--- src/sv/bsim_pkg.sv ---
// Shared constants and control types for the bank switch IRQ mapper.
// No dependencies; imported by every module of the block.
package bsim_pkg;

   localparam int FRAC_BITS = 8;
   localparam int LINE_STEP = 29099;
   localparam int CNT_W = 15 + FRAC_BITS;
   localparam int SUM_W = ((CNT_W > 16) ? CNT_W : 16) + 1;
   localparam logic [CNT_W-1:0] CNT_LIMIT = CNT_W'(15'h7fff) << FRAC_BITS;

   localparam int CHR_CNT_W = 11;
   localparam int PRG_CNT_W = 9;
   localparam int CSR_IDX_W = 1;
   localparam int DIV_STEPS = 8;

   localparam logic [CHR_CNT_W-1:0] CHR_CNT_RESET = 11'd256;
   localparam logic [PRG_CNT_W-1:0] PRG_CNT_RESET = 9'd32;

   localparam logic [CSR_IDX_W-1:0] CSR_CHR_COUNT = 1'd0;
   localparam logic [CSR_IDX_W-1:0] CSR_PRG_COUNT = 1'd1;

   localparam logic [1:0] OP_MAP_WRITE = 2'd0;
   localparam logic [1:0] OP_CNT_WRITE = 2'd1;
   localparam logic [1:0] OP_CNT_READ  = 2'd2;
   localparam logic [1:0] OP_TICK      = 2'd3;

   // addr[15:11] region codes
   localparam logic [4:0] RGN_CNT_LO = 5'h0a;
   localparam logic [4:0] RGN_CNT_HI = 5'h0b;
   localparam logic [4:0] RGN_PRG_0  = 5'h1c;
   localparam logic [4:0] RGN_PRG_2  = 5'h1e;
   localparam logic [1:0] RGN_CHR    = 2'b10;

   typedef struct packed {
      logic capture;
      logic div_step;
      logic commit;
   } cmd_type;

   typedef struct packed {
      logic out_free;
   } status_type;

endpackage

--- src/sv/bsim_ctrl.sv ---
// Sequencer for the mapper: accept, eight modulo steps, then result commit.
// Depends on bsim_pkg.
module bsim_ctrl (
   input  logic                clock,
   input  logic                reset,
   input  logic                req_valid,
   output logic                req_ready,
   input  bsim_pkg::status_type status,
   output bsim_pkg::cmd_type    cmd
);
   import bsim_pkg::*;

   localparam logic [1:0] S_IDLE = 2'd0;
   localparam logic [1:0] S_DIV  = 2'd1;
   localparam logic [1:0] S_DONE = 2'd2;
   localparam int STEP_W = $clog2(DIV_STEPS);

   logic [1:0]        state_ff, state_in;
   logic [STEP_W-1:0] step_ff, step_in;

   always_comb begin
      state_in = state_ff;
      step_in = step_ff;
      cmd = '0;
      case (state_ff)
         S_IDLE: begin
            if (req_valid) begin
               cmd.capture = 1'b1;
               step_in = '0;
               state_in = S_DIV;
            end
         end
         S_DIV: begin
            cmd.div_step = 1'b1;
            step_in = step_ff + STEP_W'(1);
            if (step_ff == STEP_W'(DIV_STEPS - 1)) begin
               state_in = S_DONE;
            end
         end
         S_DONE: begin
            if (status.out_free) begin
               cmd.commit = 1'b1;
               state_in = S_IDLE;
            end
         end
         default: begin
            state_in = S_IDLE;
         end
      endcase
   end

   assign req_ready = (state_ff == S_IDLE);

   always_ff @(posedge clock) begin
      if (reset) begin
         state_ff <= S_IDLE;
         step_ff <= '0;
      end else begin
         state_ff <= state_in;
         step_ff <= step_in;
      end
   end

endmodule

--- src/sv/bsim_dp.sv ---
// Datapath: page count registers, shared restoring modulo unit, IRQ counter
// and the result register. Depends on bsim_pkg.
module bsim_dp (
   input  logic                              clock,
   input  logic                              reset,
   input  bsim_pkg::cmd_type                 cmd,
   output bsim_pkg::status_type              status,
   input  logic                              csr_we,
   input  logic [bsim_pkg::CSR_IDX_W-1:0]    csr_index,
   input  logic [bsim_pkg::CHR_CNT_W-1:0]    csr_wdata,
   input  logic [1:0]                        req_op,
   input  logic [15:0]                       req_addr,
   input  logic [7:0]                        req_data,
   output logic                              rsp_valid,
   input  logic                              rsp_ready,
   output logic [7:0]                        rsp_read_data,
   output logic                              rsp_irq_request,
   output logic                              rsp_chr_valid,
   output logic [2:0]                        rsp_chr_slot,
   output logic [7:0]                        rsp_chr_page,
   output logic                              rsp_prg_valid,
   output logic [1:0]                        rsp_prg_slot,
   output logic [5:0]                        rsp_prg_page,
   output logic                              rsp_mirror_valid,
   output logic [1:0]                        rsp_mirror_mode
);
   import bsim_pkg::*;

   logic [CHR_CNT_W-1:0] chr_cnt_ff;
   logic [PRG_CNT_W-1:0] prg_cnt_ff;

   logic [1:0]  op_ff;
   logic [15:0] addr_ff;
   logic [7:0]  data_ff;

   logic [7:0]           rem_ff, rem_in;
   logic [7:0]           dvd_ff, dvd_in;
   logic [CHR_CNT_W-1:0] dvs_ff, dvs_in;
   logic [8:0]           trial;

   logic [CNT_W-1:0] cnt_ff, cnt_in;
   logic             en_ff, en_in;
   logic [14:0]      cnt_int;
   logic [SUM_W-1:0] cnt_sum;

   logic       out_valid_ff;
   logic [7:0] read_data_ff, read_data_in;
   logic       irq_ff, irq_in;
   logic       chr_valid_ff, chr_valid_in;
   logic [2:0] chr_slot_ff;
   logic [7:0] chr_page_ff, chr_page_in;
   logic       prg_valid_ff, prg_valid_in;
   logic [1:0] prg_slot_ff;
   logic [5:0] prg_page_ff, prg_page_in;
   logic       mir_valid_ff, mir_valid_in;
   logic [1:0] mir_mode_ff;
   logic [4:0] region;
   logic       zero_div;

   // modulo setup and one restoring step per cycle
   always_comb begin
      trial = {rem_ff, dvd_ff[7]};
      rem_in = rem_ff;
      dvd_in = dvd_ff;
      dvs_in = dvs_ff;
      if (cmd.capture) begin
         rem_in = '0;
         if (req_addr[15:14] == RGN_CHR) begin
            dvd_in = req_data;
            dvs_in = chr_cnt_ff;
         end else begin
            dvd_in = {2'b00, req_data[5:0]};
            dvs_in = CHR_CNT_W'(prg_cnt_ff);
         end
      end else if (cmd.div_step) begin
         dvd_in = {dvd_ff[6:0], 1'b0};
         if (CHR_CNT_W'(trial) >= dvs_ff) begin
            rem_in = 8'(CHR_CNT_W'(trial) - dvs_ff);
         end else begin
            rem_in = trial[7:0];
         end
      end
   end

   assign region = addr_ff[15:11];
   assign zero_div = (dvs_ff == '0);
   assign cnt_int = 15'(cnt_ff >> FRAC_BITS);
   assign cnt_sum = SUM_W'(cnt_ff) + SUM_W'(LINE_STEP);

   always_comb begin
      cnt_in = cnt_ff;
      en_in = en_ff;
      read_data_in = '0;
      irq_in = 1'b0;
      chr_valid_in = 1'b0;
      chr_page_in = '0;
      prg_valid_in = 1'b0;
      prg_page_in = '0;
      mir_valid_in = 1'b0;
      case (op_ff)
         OP_MAP_WRITE: begin
            if (region[4:3] == RGN_CHR) begin
               chr_valid_in = 1'b1;
               chr_page_in = zero_div ? data_ff : rem_ff;
            end else if (region >= RGN_PRG_0 && region <= RGN_PRG_2) begin
               prg_valid_in = 1'b1;
               prg_page_in = zero_div ? data_ff[5:0] : rem_ff[5:0];
               mir_valid_in = (region == RGN_PRG_0);
            end
         end
         OP_CNT_WRITE: begin
            if (region == RGN_CNT_LO) begin
               cnt_in = CNT_W'({cnt_int[14:8], data_ff}) << FRAC_BITS;
            end else if (region == RGN_CNT_HI) begin
               cnt_in = CNT_W'({data_ff[6:0], cnt_int[7:0]}) << FRAC_BITS;
               en_in = data_ff[7];
            end
         end
         OP_CNT_READ: begin
            if (region == RGN_CNT_LO) begin
               read_data_in = cnt_int[7:0];
            end else if (region == RGN_CNT_HI) begin
               read_data_in = {1'b0, cnt_int[14:8]};
            end else begin
               read_data_in = addr_ff[15:8];
            end
         end
         OP_TICK: begin
            if (en_ff) begin
               if (cnt_sum >= SUM_W'(CNT_LIMIT)) begin
                  cnt_in = CNT_LIMIT;
                  en_in = 1'b0;
                  irq_in = 1'b1;
               end else begin
                  cnt_in = CNT_W'(cnt_sum);
               end
            end
         end
         default: begin
            cnt_in = cnt_ff;
         end
      endcase
   end

   assign status.out_free = !out_valid_ff || rsp_ready;

   always_ff @(posedge clock) begin
      if (reset) begin
         chr_cnt_ff <= CHR_CNT_RESET;
         prg_cnt_ff <= PRG_CNT_RESET;
         cnt_ff <= '0;
         en_ff <= 1'b0;
         out_valid_ff <= 1'b0;
      end else begin
         if (csr_we && csr_index == CSR_CHR_COUNT) begin
            chr_cnt_ff <= csr_wdata;
         end
         if (csr_we && csr_index == CSR_PRG_COUNT) begin
            prg_cnt_ff <= csr_wdata[PRG_CNT_W-1:0];
         end
         if (cmd.commit) begin
            cnt_ff <= cnt_in;
            en_ff <= en_in;
            out_valid_ff <= 1'b1;
         end else if (rsp_ready) begin
            out_valid_ff <= 1'b0;
         end
      end
   end

   always_ff @(posedge clock) begin
      rem_ff <= rem_in;
      dvd_ff <= dvd_in;
      dvs_ff <= dvs_in;
      if (cmd.capture) begin
         op_ff <= req_op;
         addr_ff <= req_addr;
         data_ff <= req_data;
      end
      if (cmd.commit) begin
         read_data_ff <= read_data_in;
         irq_ff <= irq_in;
         chr_valid_ff <= chr_valid_in;
         chr_slot_ff <= chr_valid_in ? addr_ff[13:11] : 3'd0;
         chr_page_ff <= chr_page_in;
         prg_valid_ff <= prg_valid_in;
         prg_slot_ff <= prg_valid_in ? addr_ff[12:11] : 2'd0;
         prg_page_ff <= prg_page_in;
         mir_valid_ff <= mir_valid_in;
         mir_mode_ff <= mir_valid_in ? data_ff[7:6] : 2'd0;
      end
   end

   assign rsp_valid = out_valid_ff;
   assign rsp_read_data = read_data_ff;
   assign rsp_irq_request = irq_ff;
   assign rsp_chr_valid = chr_valid_ff;
   assign rsp_chr_slot = chr_slot_ff;
   assign rsp_chr_page = chr_page_ff;
   assign rsp_prg_valid = prg_valid_ff;
   assign rsp_prg_slot = prg_slot_ff;
   assign rsp_prg_page = prg_page_ff;
   assign rsp_mirror_valid = mir_valid_ff;
   assign rsp_mirror_mode = mir_mode_ff;

endmodule

--- src/sv/bank_switch_irq_mapper.sv ---
// Top level of the bank switch IRQ mapper: sequencer plus datapath.
// Depends on bsim_pkg, bsim_ctrl and bsim_dp.
//
//   channel  direction  handshake            payload
//   req      in         req_valid/req_ready  op, addr, data
//   rsp      out        rsp_valid/rsp_ready  read_data .. mirror_mode
//   csr      in         csr_we               csr_index, csr_wdata
//
// Each word is accepted, then passes eight restoring steps of the shared
// 8-bit modulo unit and is committed to the output register. No new word
// is taken until the sequencer has returned to idle.
// A new word is accepted in the cycle after commit, even while the result
// still waits in the output register; commit waits on a held result.
// Synchronous reset restores page counts 256 and 32 and clears the counter.
module bank_switch_irq_mapper (
   input  logic                              clock,
   input  logic                              reset,
   input  logic                              csr_we,
   input  logic [bsim_pkg::CSR_IDX_W-1:0]    csr_index,
   input  logic [bsim_pkg::CHR_CNT_W-1:0]    csr_wdata,
   input  logic                              req_valid,
   output logic                              req_ready,
   input  logic [1:0]                        req_op,
   input  logic [15:0]                       req_addr,
   input  logic [7:0]                        req_data,
   output logic                              rsp_valid,
   input  logic                              rsp_ready,
   output logic [7:0]                        rsp_read_data,
   output logic                              rsp_irq_request,
   output logic                              rsp_chr_valid,
   output logic [2:0]                        rsp_chr_slot,
   output logic [7:0]                        rsp_chr_page,
   output logic                              rsp_prg_valid,
   output logic [1:0]                        rsp_prg_slot,
   output logic [5:0]                        rsp_prg_page,
   output logic                              rsp_mirror_valid,
   output logic [1:0]                        rsp_mirror_mode
);
   import bsim_pkg::*;

   cmd_type    cmd;
   status_type status;

   bsim_ctrl u_ctrl (
      .clock     (clock),
      .reset     (reset),
      .req_valid (req_valid),
      .req_ready (req_ready),
      .status    (status),
      .cmd       (cmd)
   );

   bsim_dp u_dp (
      .clock            (clock),
      .reset            (reset),
      .cmd              (cmd),
      .status           (status),
      .csr_we           (csr_we),
      .csr_index        (csr_index),
      .csr_wdata        (csr_wdata),
      .req_op           (req_op),
      .req_addr         (req_addr),
      .req_data         (req_data),
      .rsp_valid        (rsp_valid),
      .rsp_ready        (rsp_ready),
      .rsp_read_data    (rsp_read_data),
      .rsp_irq_request  (rsp_irq_request),
      .rsp_chr_valid    (rsp_chr_valid),
      .rsp_chr_slot     (rsp_chr_slot),
      .rsp_chr_page     (rsp_chr_page),
      .rsp_prg_valid    (rsp_prg_valid),
      .rsp_prg_slot     (rsp_prg_slot),
      .rsp_prg_page     (rsp_prg_page),
      .rsp_mirror_valid (rsp_mirror_valid),
      .rsp_mirror_mode  (rsp_mirror_mode)
   );

   a_accept_busy: assert property (@(posedge clock) disable iff (reset)
      (req_valid && req_ready) |=> !req_ready)
      else $error("accepted a word while one is in flight");

   a_commit_valid: assert property (@(posedge clock) disable iff (reset)
      cmd.commit |=> rsp_valid)
      else $error("commit did not present a result");

   a_mirror_slot: assert property (@(posedge clock) disable iff (reset)
      (rsp_valid && rsp_mirror_valid) |-> (rsp_prg_valid && rsp_prg_slot == 2'd0))
      else $error("mirror update without program slot 0");

   a_one_action: assert property (@(posedge clock) disable iff (reset)
      rsp_valid |-> !(rsp_irq_request && (rsp_chr_valid || rsp_prg_valid)))
      else $error("interrupt together with a bank update");

endmodule

--- config.mk ---
export PLATFORM = sky130hd
export DESIGN_NAME = bank_switch_irq_mapper
export DESIGN_NICKNAME = d
export VERILOG_FILES = /design/src/sv/bsim_pkg.sv /design/src/sv/bsim_ctrl.sv /design/src/sv/bsim_dp.sv /design/src/sv/bank_switch_irq_mapper.sv
export SDC_FILE = /design/constraint.sdc
export NUM_CORES = 1
export LEC_CHECK = 0
export ABC_AREA = 1
export BUFFER_PORTS_ARGS = -buffer_cell sky130_fd_sc_hd__buf_2
export CAP_MARGIN = 20
export CORE_MARGIN = 2
export CORE_UTILIZATION = 59
export CTS_BUF_LIST = sky130_fd_sc_hd__clkbuf_8 sky130_fd_sc_hd__clkbuf_16
export CTS_CLUSTER_SIZE = 14
export DETAILED_ROUTE_END_ITERATION = 16
export MAX_ROUTING_LAYER = met4
export PLACE_DENSITY = 0.77
export SETUP_SLACK_MARGIN = 0.02
export SYNTH_ARGS = -nofsm -noshare
export SYNTH_HDL_FRONTEND = slang
export SYNTH_SLANG_ARGS = --single-unit
--- constraint.sdc ---
create_clock -name clock -period 2.5 [get_ports clock]
set_input_delay 0.25 -clock clock [delete_from_list [all_inputs] [get_ports clock]]
set_output_delay 0.25 -clock clock [all_outputs]
set_load 0.005 [all_outputs]
==> flow_summary.yaml, run 1 <==
logic_synthesis:
  avgSynthCellArea_um2: 7.82
  ys_seq_area_share_pct: 49.0
  synthXorXnorAreaFrac_pct: 1.31
  synthAdderAreaFrac_pct: 2.55
  synthCells: 852
  ys_seq_elements: 128
  yosys.cell_types.count: 39
  yosys_warnings: 0
  synth_top_family_by_area: "simple AND/OR/NAND/NOR gates"
  syn-num-nets: 908
  synthesis.area_um2: 6660
  yosys.area_share.simple_pct: 26.8
  muxShareOfSynthArea_pct: 0
  synth_compound_area_share_pct: 13.0
placement:
  port_buffers: 69
  gp_congestion: 1.00
  dp_cells: 1061
  hpwl_um: 13300
sta:
  slew_headroom_pct: 43.7
  rsz0062_at_grt: "yes"
  tightest_slew_ns: 0.843
  setup_viol: 0
  skew_ns: 0.00806
  timing.final.crit_share_pct: 94.2
  max_freq_mhz: 425
  final.setup.tns_ns: 0
  hold_viol_final: 0
  period_needed_ns: 2.35
  drv_slew: 0
floorplanning:
  coreArea_um2: 10900
  die_area_um2: 12200
  start_util_pct: 60.9
  rows: 38
  io_pins: 78
  die_h_um: 110
  die_w_um: 110
finish:
  layout.area.seq_um2: 3270
  multi_input_area_um2: 2940
  drive_above_1_share_pct: 17.8
  fin_cells: 1101
  fill_cells: 856
  n_antenna_cell: 0
  syn_to_final_growth_pct: 18.9
  nNetsFinal: 1004
power:
  peakVddDrop_uv: 628
  powerDensity_nw_per_um2: 633
  leakage_nw: 3.47
clocking:
  clk_latency_ns: 0.43
  clockRootBuffer: "clkbuf_16"
  path_clk_slew_ns: 0.06
  htreeDepth: 4
  cts_made_buffers: 17
  cts_sinks: 128
  cts_tree: "done"
  clk_path_buf_depth: 2
worst_setup_path:
  arrival_ns: 2.71
  crit_path_start_kind: "register"
  cp-end-kind: "register"
  worstSetupPathType: "register to register"
  crit_fanout: 10
  crit_required_ns: 2.86
routing:
  routed_wl_um: 18600
  drt-pass1-iter-count: 5
  num_vias: 6268
  avgViaCountPerCell: 5.69
  drt_first_iter_violations: 571
  ant_nets: 0
  wire_per_inst_um: 16.9
  route.detailed.drc: 0
global_routing:
  first_global_vias: 6029
  grt_max_degree: 34
  globalRouteOverflowTotal: 0
  grt_usage_pct: 32.6
  grt_pass1_wl_um: 28900
  antenna_found_initial: 0
worst_hold_path:
  hold_path_class: "primary input to register"
job:
  drv_cap: 0
run_status:
  status: "finished clean"
[metrics by stage]
step	cell area [um2]	total power [W]	util, %	setup WS (ns)	hold WS (ns)
2_1_floorplan	6660	0.00269	-	0.458	0.319
3_3_place_gp	7260	0.00281	66.4	0.166	0.430
3_5_place_dp	7260	0.00283	66.4	0.102	0.431
4_1_cts	7800	0.00500	71.4	0.0806	0.00144
5_1_grt	7930	0.00517	72.5	0.00601	0.00100
6_report	7930	0.00502	72.5	0.146	0.00752
[critical path: stages, from the launching register on]
cell and delay [ns]:
dfxtp_1 0.35, buf_4 0.14, nor2_1 0.06, nor2_2 0.21, nand2_1 0.09, nand2_1 0.13, nand2_1 0.12, nand2_2 0.13
nand3b_1 0.09, nand2_1 0.11, nand2_1 0.07, nor2_2 0.14, nand3_4 0.17, clkbuf_16 0.22, nand3_1 0.07, nand2_1 0.06
a21oi_2 0.13
[final cells by class]
class                   count  share of cell area (%)
flip-flops and latches    128                    41.2
multi-input cells         598                    37.1
repair buffers             99                    7.86
clock buffers              18                    5.68
inverters                 104                    4.93
well taps                 140                    2.21
clock inverters            14                   0.963
[flip-flops by register name (all words and copies together), names as in the netlist, 3 cells and up]
signal,count
u_dp.cnt_ff,23
u_dp.chr_cnt_ff,11
u_dp.dvs_ff,11
u_dp.prg_cnt_ff,9
u_dp.addr_ff,8
u_dp.data_ff,8
u_dp.dvd_ff,8
u_dp.rem_ff,8
u_dp.rsp_chr_page,8
u_dp.rsp_read_data,8
u_dp.rsp_prg_page,6
u_ctrl.step_ff,3
u_dp.rsp_chr_slot,3
[routing by layer]
metal / track usage [%] / routed length [um] / up-vias
met5: - / 0 / -
met4: 12.1 / 377 / 0
met3: 8.47 / 1550 / 37
met2: 51.8 / 8860 / 302
met1: 40.3 / 7780 / 2918
li1: - / - / 3011
[cells by family (layout without fill, tap and decap cells)]
| kind of cell | Yosys count | in the layout |
|---|---|---|
| simple gates | 423 | 423 |
| compound gates | 152 | 152 |
| buf+inv | 126 | 235 |
| flops | 128 | 128 |
| fa+ha+maj | 13 | 13 |
| xor+xnor | 10 | 10 |
[cells in the mapped netlist (all sizes together)]
master / count / area share (%)
o211ai: 4 / 0.45
dfxtp: 58 / 17
inv: 101 / 5.7
nor4: 2 / 0.19
o22ai: 1 / 0.19
o21ai: 70 / 5.3
nor3: 6 / 0.62
clkbuf: 14 / 0.79
nand2: 219 / 12
o221ai: 1 / 0.13
nand3b: 3 / 0.34
and2: 3 / 0.28
a31oi: 15 / 1.4
xnor2: 3 / 0.39
xor2: 7 / 0.92
ha: 12 / 2.3
clkinv: 3 / 0.17
a21oi: 57 / 5.0
fa: 1 / 0.30
nand4: 11 / 1.0
edfxtp: 70 / 32
nor2: 122 / 7.4
nand3: 57 / 4.4
buf: 8 / 0.77
a211oi: 3 / 0.41
o21a: 1 / 0.11
[final timing paths]
kind,cells past startpoint,end,startpoint,slack [ns]
worst max register to register,16,u_dp.cnt_ff[15],u_dp.cnt_ff[0],0.15
worst max-delay path,16,u_dp.cnt_ff[15],u_dp.cnt_ff[0],0.15
worst min register to register,2,u_dp.chr_cnt_ff[10],u_dp.chr_cnt_ff[10],0.46
worst min-delay path,1,u_dp.addr_ff[8],req_addr[8],0.008
[power by group]
part,internal [W],leakage (nW),switching [W]
clock,0.00130,0.269,0.000905
combinational,0.000151,2.05,0.000286
sequential,0.00232,1.15,0.0000615
[cell usage in the layout, fill, tap and decap left out, types with 7 or more instances in the layout]
cell type  count
clkbuf_16     20
inv_1         94
nand4_1       11
nand2_1      214
a21oi_2       10
inv_2         10
buf_2         69
edfxtp_1      70
xor2_1         7
ha_1          11
buf_4         25
o21ai_0       67
nand3_1       55
nor2_1       109
nor2_2        11
a21oi_1       46
a31oi_1       15
dfxtp_1       56
[repair_timing]
item | in CTS | in global routing
endpoints found under the setup margin | 0 | 36
hold buffers | 2 | 0
endpoints found under the hold margin | 2 | 0
buffers inserted | 0 | 4
resized for setup | 0 | 10
Note: power is estimated with default switching activity, not from simulation.
==> run 2: changes to the inputs <==
--- a/config.mk
+++ b/config.mk
@@ -6,8 +6,7 @@
 export NUM_CORES = 1
 export LEC_CHECK = 0
 export ABC_AREA = 1
-export BUFFER_PORTS_ARGS = -buffer_cell sky130_fd_sc_hd__buf_2
-export CAP_MARGIN = 20
+export BUFFER_PORTS_ARGS = -buffer_cell sky130_fd_sc_hd__buf_4
 export CORE_MARGIN = 2
 export CORE_UTILIZATION = 59
 export CTS_BUF_LIST = sky130_fd_sc_hd__clkbuf_8 sky130_fd_sc_hd__clkbuf_16
==> run 2 against run 1 <==
Register-to-register slack lost 0.03 ns. Global-route usage shrank 1.1 points. Combinational power grew 3%. Sequential power is essentially flat. Die area is the same. Core utilization grew 1.9 points. Flip-flop and latch count is the same. Via count shrank 2.0%. Power grew 9.0%. Non-clock buffer count shrank 4. Count of clock-buffer cells in the layout is the same.
==> flow_summary.yaml, run 2 (synthesis results as in run 1) <==
run_status:
  status: "finished clean"
job:
  drv_cap: 0
worst_setup_path:
  crit_path_top_delay_cell: "edfxtp_1"
  r2r_slack_ns: 0.12
  worstSetupPathType: "register to register"
  timing.rr.start: "u_dp.addr_ff[13]"
  crit_path_start_kind: "register"
  crit_top_cell: "inv_1"
  path_buf_inv: 4
  crit_cells: 10
  crit_chain: "inv_1 > nand3_1 > nor2_1 > inv_2 > a21oi_1 > inv_1 > a21oi_2 > inv_1 > a31oi_1 > a21oi_2"
  crit_fanout: 10
  cp_top_family: "compound AO/OA/AOI/OAI gates"
  cp-end-kind: "register"
  cpPeakStageDelay_ns: 0.44
  crit_required_ns: 2.80
  rr_endpoint: "u_dp.cnt_ff[19]"
  r2r_cells: 10
  arrival_ns: 2.68
sta:
  max_freq_mhz: 420
  rsz0062_at_grt: "no"
  setup_viol: 0
  period_needed_ns: 2.38
  finalWorstSetupSlack_ns: 0.117
  final.setup.tns_ns: 0
  hold_viol_final: 0
  slew_headroom_pct: 60.9
  tightest_slew_ns: 0.580
  drv_slew: 0
  skew_ns: 0.00592
  timing.final.crit_share_pct: 95.3
  hold-worst-slack_ns: 0.0134
routing:
  ant_nets: 0
  drt_first_iter_violations: 593
  wire_per_inst_um: 16.4
  drt-pass1-iter-count: 7
  num_vias: 6145
  routed_wl_um: 18000
  avgViaCountPerCell: 5.60
  route.detailed.drc: 0
power:
  switchingPower_w: 0.00126
  p_clk_share_pct: 48.3
  cell_internal_pwr_w: 0.00421
  swShare_pct: 23.0
  power_frac_seq_pct: 43.5
  comb_power_share_pct: 8.2
  leakage_nw: 3.53
  peakVddDrop_uv: 684
  powerDensity_nw_per_um2: 673
floorplanning:
  rows: 38
  io_pins: 78
  die_w_um: 110
  start_util_pct: 60.9
  die_h_um: 110
  die_area_um2: 12200
  coreArea_um2: 10900
worst_hold_path:
  min_to: "u_dp.op_ff[1]"
  hold_path_class: "primary input to register"
  hold_depth: 1
  hp-start: "req_op[1]"
global_routing:
  first_global_vias: 5731
  grt_max_degree: 39
  globalRouteOverflowTotal: 0
  antenna_found_initial: 0
  grt_pass1_wl_um: 27700
  grt_usage_pct: 31.5
finish:
  syn_to_final_growth_pct: 22.0
  n_antenna_cell: 0
  top_regs: "u_dp.cnt_ff (23), u_dp.chr_cnt_ff (11), u_dp.dvs_ff (11)"
  nNetsFinal: 1000
  final_common_cell: "nand2_1"
  final_cell_mix: "nand2_1 (214), nor2_1 (109), inv_1 (93), buf_4 (88), edfxtp_1 (70)"
  drive_above_1_share_pct: 17.3
  largest_register_ffs: 23
  top_register: "u_dp.cnt_ff"
placement:
  post-place-ws_ns: 0.186
  gp_congestion: 1.04
  port_buffers: 69
  hpwl_um: 12900
clocking:
  path_clk_slew_ns: 0.06
  clockRootBuffer: "clkbuf_16"
  clk_latency_ns: 0.42
  cts_made_buffers: 17
  htreeDepth: 4
  cts_tree: "done"
  clk_path_buf_depth: 2
  cts_sinks: 128
[run 2: cell count changes in the layout (fill, tap and decap cells not counted), sizes merged]
cell,before,now
buf,95,89
bufinv,0,4
dlygate4sd3,2,6
clkinv,12,9
clkbuf,20,18
clkinvlp,2,1
[run 2: worst reg2reg max path: stages, from the launching register on]
cell,delay (ns)
edfxtp_1,0.44
inv_1,0.11
nand3_1,0.15
nor2_1,0.30
inv_2,0.18
a21oi_1,0.24
inv_1,0.10
a21oi_2,0.18
inv_1,0.14
a31oi_1,0.32
a21oi_2,0.11
[run 2: how the worst max path moves through the flow]
stage	endpoint	start
after floorplan	u_dp.dvd_ff[0]	u_ctrl.state_ff[0]
after global placement	u_dp.cnt_ff[13]	u_dp.cnt_ff[1]
after detailed placement	u_dp.cnt_ff[14]	u_dp.cnt_ff[1]
after CTS	u_dp.cnt_ff[14]	u_dp.cnt_ff[1]
after global routing	u_dp.cnt_ff[8]	u_dp.cnt_ff[0]
final	u_dp.cnt_ff[19]	u_dp.addr_ff[13]
[run 2: repair_timing]
item                                    CTS  global route
hold endpoints to repair                  2             4
gates resized for setup                   0             6
buffers inserted                          0             1
hold buffers                              2             4
endpoints found under the setup margin    0            31
[run 2: area by class of cell]
type | count | area, um2
clock buffers | 18 | 450
clock inverters | 14 | 186
multi-input cells | 598 | 2920
flip-flops and latches | 128 | 3270
fillers | 827 | 2810
inverters | 104 | 390
repair buffers | 95 | 741
well taps | 140 | 175
[run 2: power groups by stage]
stage	combinational, W	clock (W)	sequential, W
after floorplan	0.000295	0	0.00240
after global placement	0.000409	0	0.00242
after detailed placement	0.000427	0	0.00242
after CTS	0.000438	0.00265	0.00238
after global routing	0.000505	0.00275	0.00239
final	0.000450	0.00264	0.00238
[run 2: routing by layer]
metal	up-vias	wire (um)	GRT usage, %
met5	-	0	-
met4	0	373	10.8
met3	41	1390	7.94
met2	279	8530	50.6
met1	2819	7660	38.9
li1	3006	-	-
[run 2: metrics by stage]
| step | instance area, um2 | cells | power [W] | utilization (%) |
|---|---|---|---|---|
| finish | 8130 | 1097 | 0.00547 | 74.3 |
| global route | 8130 | 1097 | 0.00564 | 74.3 |
| CTS | 8070 | 1092 | 0.00547 | 73.8 |
| detailed placement | 7410 | 1058 | 0.00285 | 67.7 |
| global placement | 7410 | 1058 | 0.00282 | 67.7 |
| floorplan | 6660 | 852 | 0.00269 | - |
==> run 3: changes to the inputs <==
--- a/config.mk
+++ b/config.mk
@@ -13,7 +13,7 @@
 export CTS_CLUSTER_SIZE = 14
 export DETAILED_ROUTE_END_ITERATION = 16
 export MAX_ROUTING_LAYER = met4
-export PLACE_DENSITY = 0.77
+export PLACE_DENSITY = 0.9
 export SETUP_SLACK_MARGIN = 0.02
 export SYNTH_ARGS = -nofsm -noshare
 export SYNTH_HDL_FRONTEND = slang
==> run 3 against run 2 <==
Fmax is 4.7% higher. Register-to-register slack better by 0.11 ns. Global-route usage is 0.92 points lower. Sequential share of layout area increased by 0.36 points. Count of clock-buffer cells in the layout grew 4. Clock skew increased by 0.0052 ns. Critical path depth up 5. First-iteration DRC count is 3.0% lower. Flip-flop and latch count stayed put. Critical path type unchanged. Largest cell class unchanged.
==> flow_summary.yaml, run 3 (synthesis results as in run 1) <==
routing:
  drt-pass1-iter-count: 6
  num_vias: 6159
  routed_wl_um: 17300
  drt_first_iter_violations: 575
  avgViaCountPerCell: 5.64
  wire_per_inst_um: 15.8
  route.detailed.drc: 0
  ant_nets: 0
floorplanning:
  io_pins: 78
  rows: 38
  die_w_um: 110
  die_h_um: 110
  start_util_pct: 60.9
  die_area_um2: 12200
  coreArea_um2: 10900
finish:
  top_regs: "u_dp.cnt_ff (23), u_dp.chr_cnt_ff (11), u_dp.dvs_ff (11)"
  final_cell_mix: "nand2_1 (215), nor2_1 (109), inv_1 (93), buf_4 (85), edfxtp_1 (70)"
  syn_to_final_growth_pct: 20.9
  nNetsFinal: 995
  fin_util_pct: 73.7
  layout.area.seq_um2: 3260
  top_register: "u_dp.cnt_ff"
  largest_register_ffs: 23
  multi_input_area_um2: 2920
  final_common_cell: "nand2_1"
  drive_above_1_share_pct: 16.8
  fill_cells: 796
  n_antenna_cell: 0
global_routing:
  globalRouteOverflowTotal: 0
  grt_usage_pct: 30.6
  grt_max_degree: 34
  antenna_found_initial: 0
  first_global_vias: 5665
  grt_pass1_wl_um: 27300
sta:
  skew_ns: 0.0111
  rsz0062_at_grt: "yes"
  drv_slew: 0
  final.setup.tns_ns: 0
  slew_headroom_pct: 61.5
  max_freq_mhz: 439
  tightest_slew_ns: 0.577
  timing.final.crit_share_pct: 91.0
  setup_viol: 0
  period_needed_ns: 2.28
  hold_viol_final: 0
run_status:
  status: "finished clean"
worst_setup_path:
  crit_path_start_kind: "register"
  crit_required_ns: 2.85
  crit_top_cell: "nand2_1"
  path_buf_inv: 2
  crit_fanout: 21
  crit_path_top_delay_cell: "dfxtp_1"
  crit_chain: "inv_1 > nor2_1 > nand2_1 > nor2_1 > nand3_1 > nand3_1 > nand2_1 > nand2_1 > nand2_1 > nor2_1 > nand3_2 > buf_12 > nand3_1 > nand2_1 > a21oi_1"
  cp-end-kind: "register"
  arrival_ns: 2.62
  worstSetupPathType: "register to register"
  cp_top_family: "simple AND/OR/NAND/NOR gates"
  r2r_slack_ns: 0.22
  cpPeakStageDelay_ns: 0.51
clocking:
  clockRootBuffer: "clkbuf_16"
  cts_sinks: 128
  clk_latency_ns: 0.42
  cts_tree: "done"
  post-cts-setup-buffer-count: 0
  cts_made_buffers: 17
  htreeDepth: 4
  path_clk_slew_ns: 0.06
  clk_path_buf_depth: 2
power:
  leakage_nw: 3.49
  peakVddDrop_uv: 785
  powerDensity_nw_per_um2: 658
worst_hold_path:
  hold_path_class: "primary input to register"
placement:
  gp_congestion: 0.950
  port_buffers: 69
  hpwl_um: 12000
job:
  drv_cap: 0
-- run 3: routing by layer --
layer | track usage [%] | routed length (um) | share of wire (%) | vias to the layer above
li1 | - | - | - | 2994
met1 | 39.3 | 7150 | 41 | 2778
met2 | 47.5 | 8100 | 47 | 353
met3 | 7.76 | 1680 | 9.7 | 34
met4 | 10.2 | 339 | 2.0 | 0
met5 | - | 0 | 0 | -
-- run 3: per-stage QoR --
stage	area, um2	hold slack [ns]	total power [W]	worst slack, ns	cells
2_1_floorplan	6660	0.319	0.00269	0.458	852
3_3_place_gp	7390	0.438	0.00283	0.297	1056
3_5_place_dp	7390	0.435	0.00285	0.235	1056
4_1_cts	8030	0.00132	0.00530	0.184	1091
5_1_grt	8060	0.000293	0.00547	0.00546	1092
6_report	8060	0.0165	0.00530	0.224	1092
-- run 3: where the power goes --
| group | internal [W] | total, W | leakage [nW] | switching (W) |
|---|---|---|---|---|
| Clock | 0.00153 | 0.00246 | 0.308 | 0.000930 |
| Sequential | 0.00232 | 0.00238 | 1.15 | 0.0000628 |
| Combinational | 0.000170 | 0.000458 | 2.03 | 0.000288 |
-- run 3: worst paths after layout --
| kind | cells past startpoint | endpoint | startpoint |
|---|---|---|---|
| setup / recovery | 15 | u_dp.cnt_ff[11] | u_dp.cnt_ff[6] |
| hold / removal | 1 | u_dp.addr_ff[11] | req_addr[11] |
| setup reg to reg | 15 | u_dp.cnt_ff[11] | u_dp.cnt_ff[6] |
| hold reg to reg | 2 | u_dp.chr_cnt_ff[9] | u_dp.chr_cnt_ff[9] |
-- run 3: final cells by class --
type	count	area share, %
Tap cell	140	2.17
Multi-Input combinational cell	598	36.2
Sequential cell	128	40.5
Timing Repair Buffer	90	8.67
Clock inverter	10	0.885
Clock buffer	22	6.69
Inverter	104	4.85
-- run 3: repair_timing --
action | in CTS | in global routing
gates resized for setup | 0 | 4
hold buffers | 3 | 1
endpoints found under the setup margin | 0 | 21
endpoints found under the hold margin | 3 | 1
-- run 3: worst reg2reg max path: stages (launching register included) --
cell and delay (ns):
dfxtp_1 0.51, inv_1 0.10, nor2_1 0.15, nand2_1 0.07, nor2_1 0.14, nand3_1 0.13
nand3_1 0.09, nand2_1 0.05, nand2_1 0.10, nand2_1 0.07, nor2_1 0.16, nand3_2 0.13
buf_12 0.18, nand3_1 0.09, nand2_1 0.07, a21oi_1 0.16
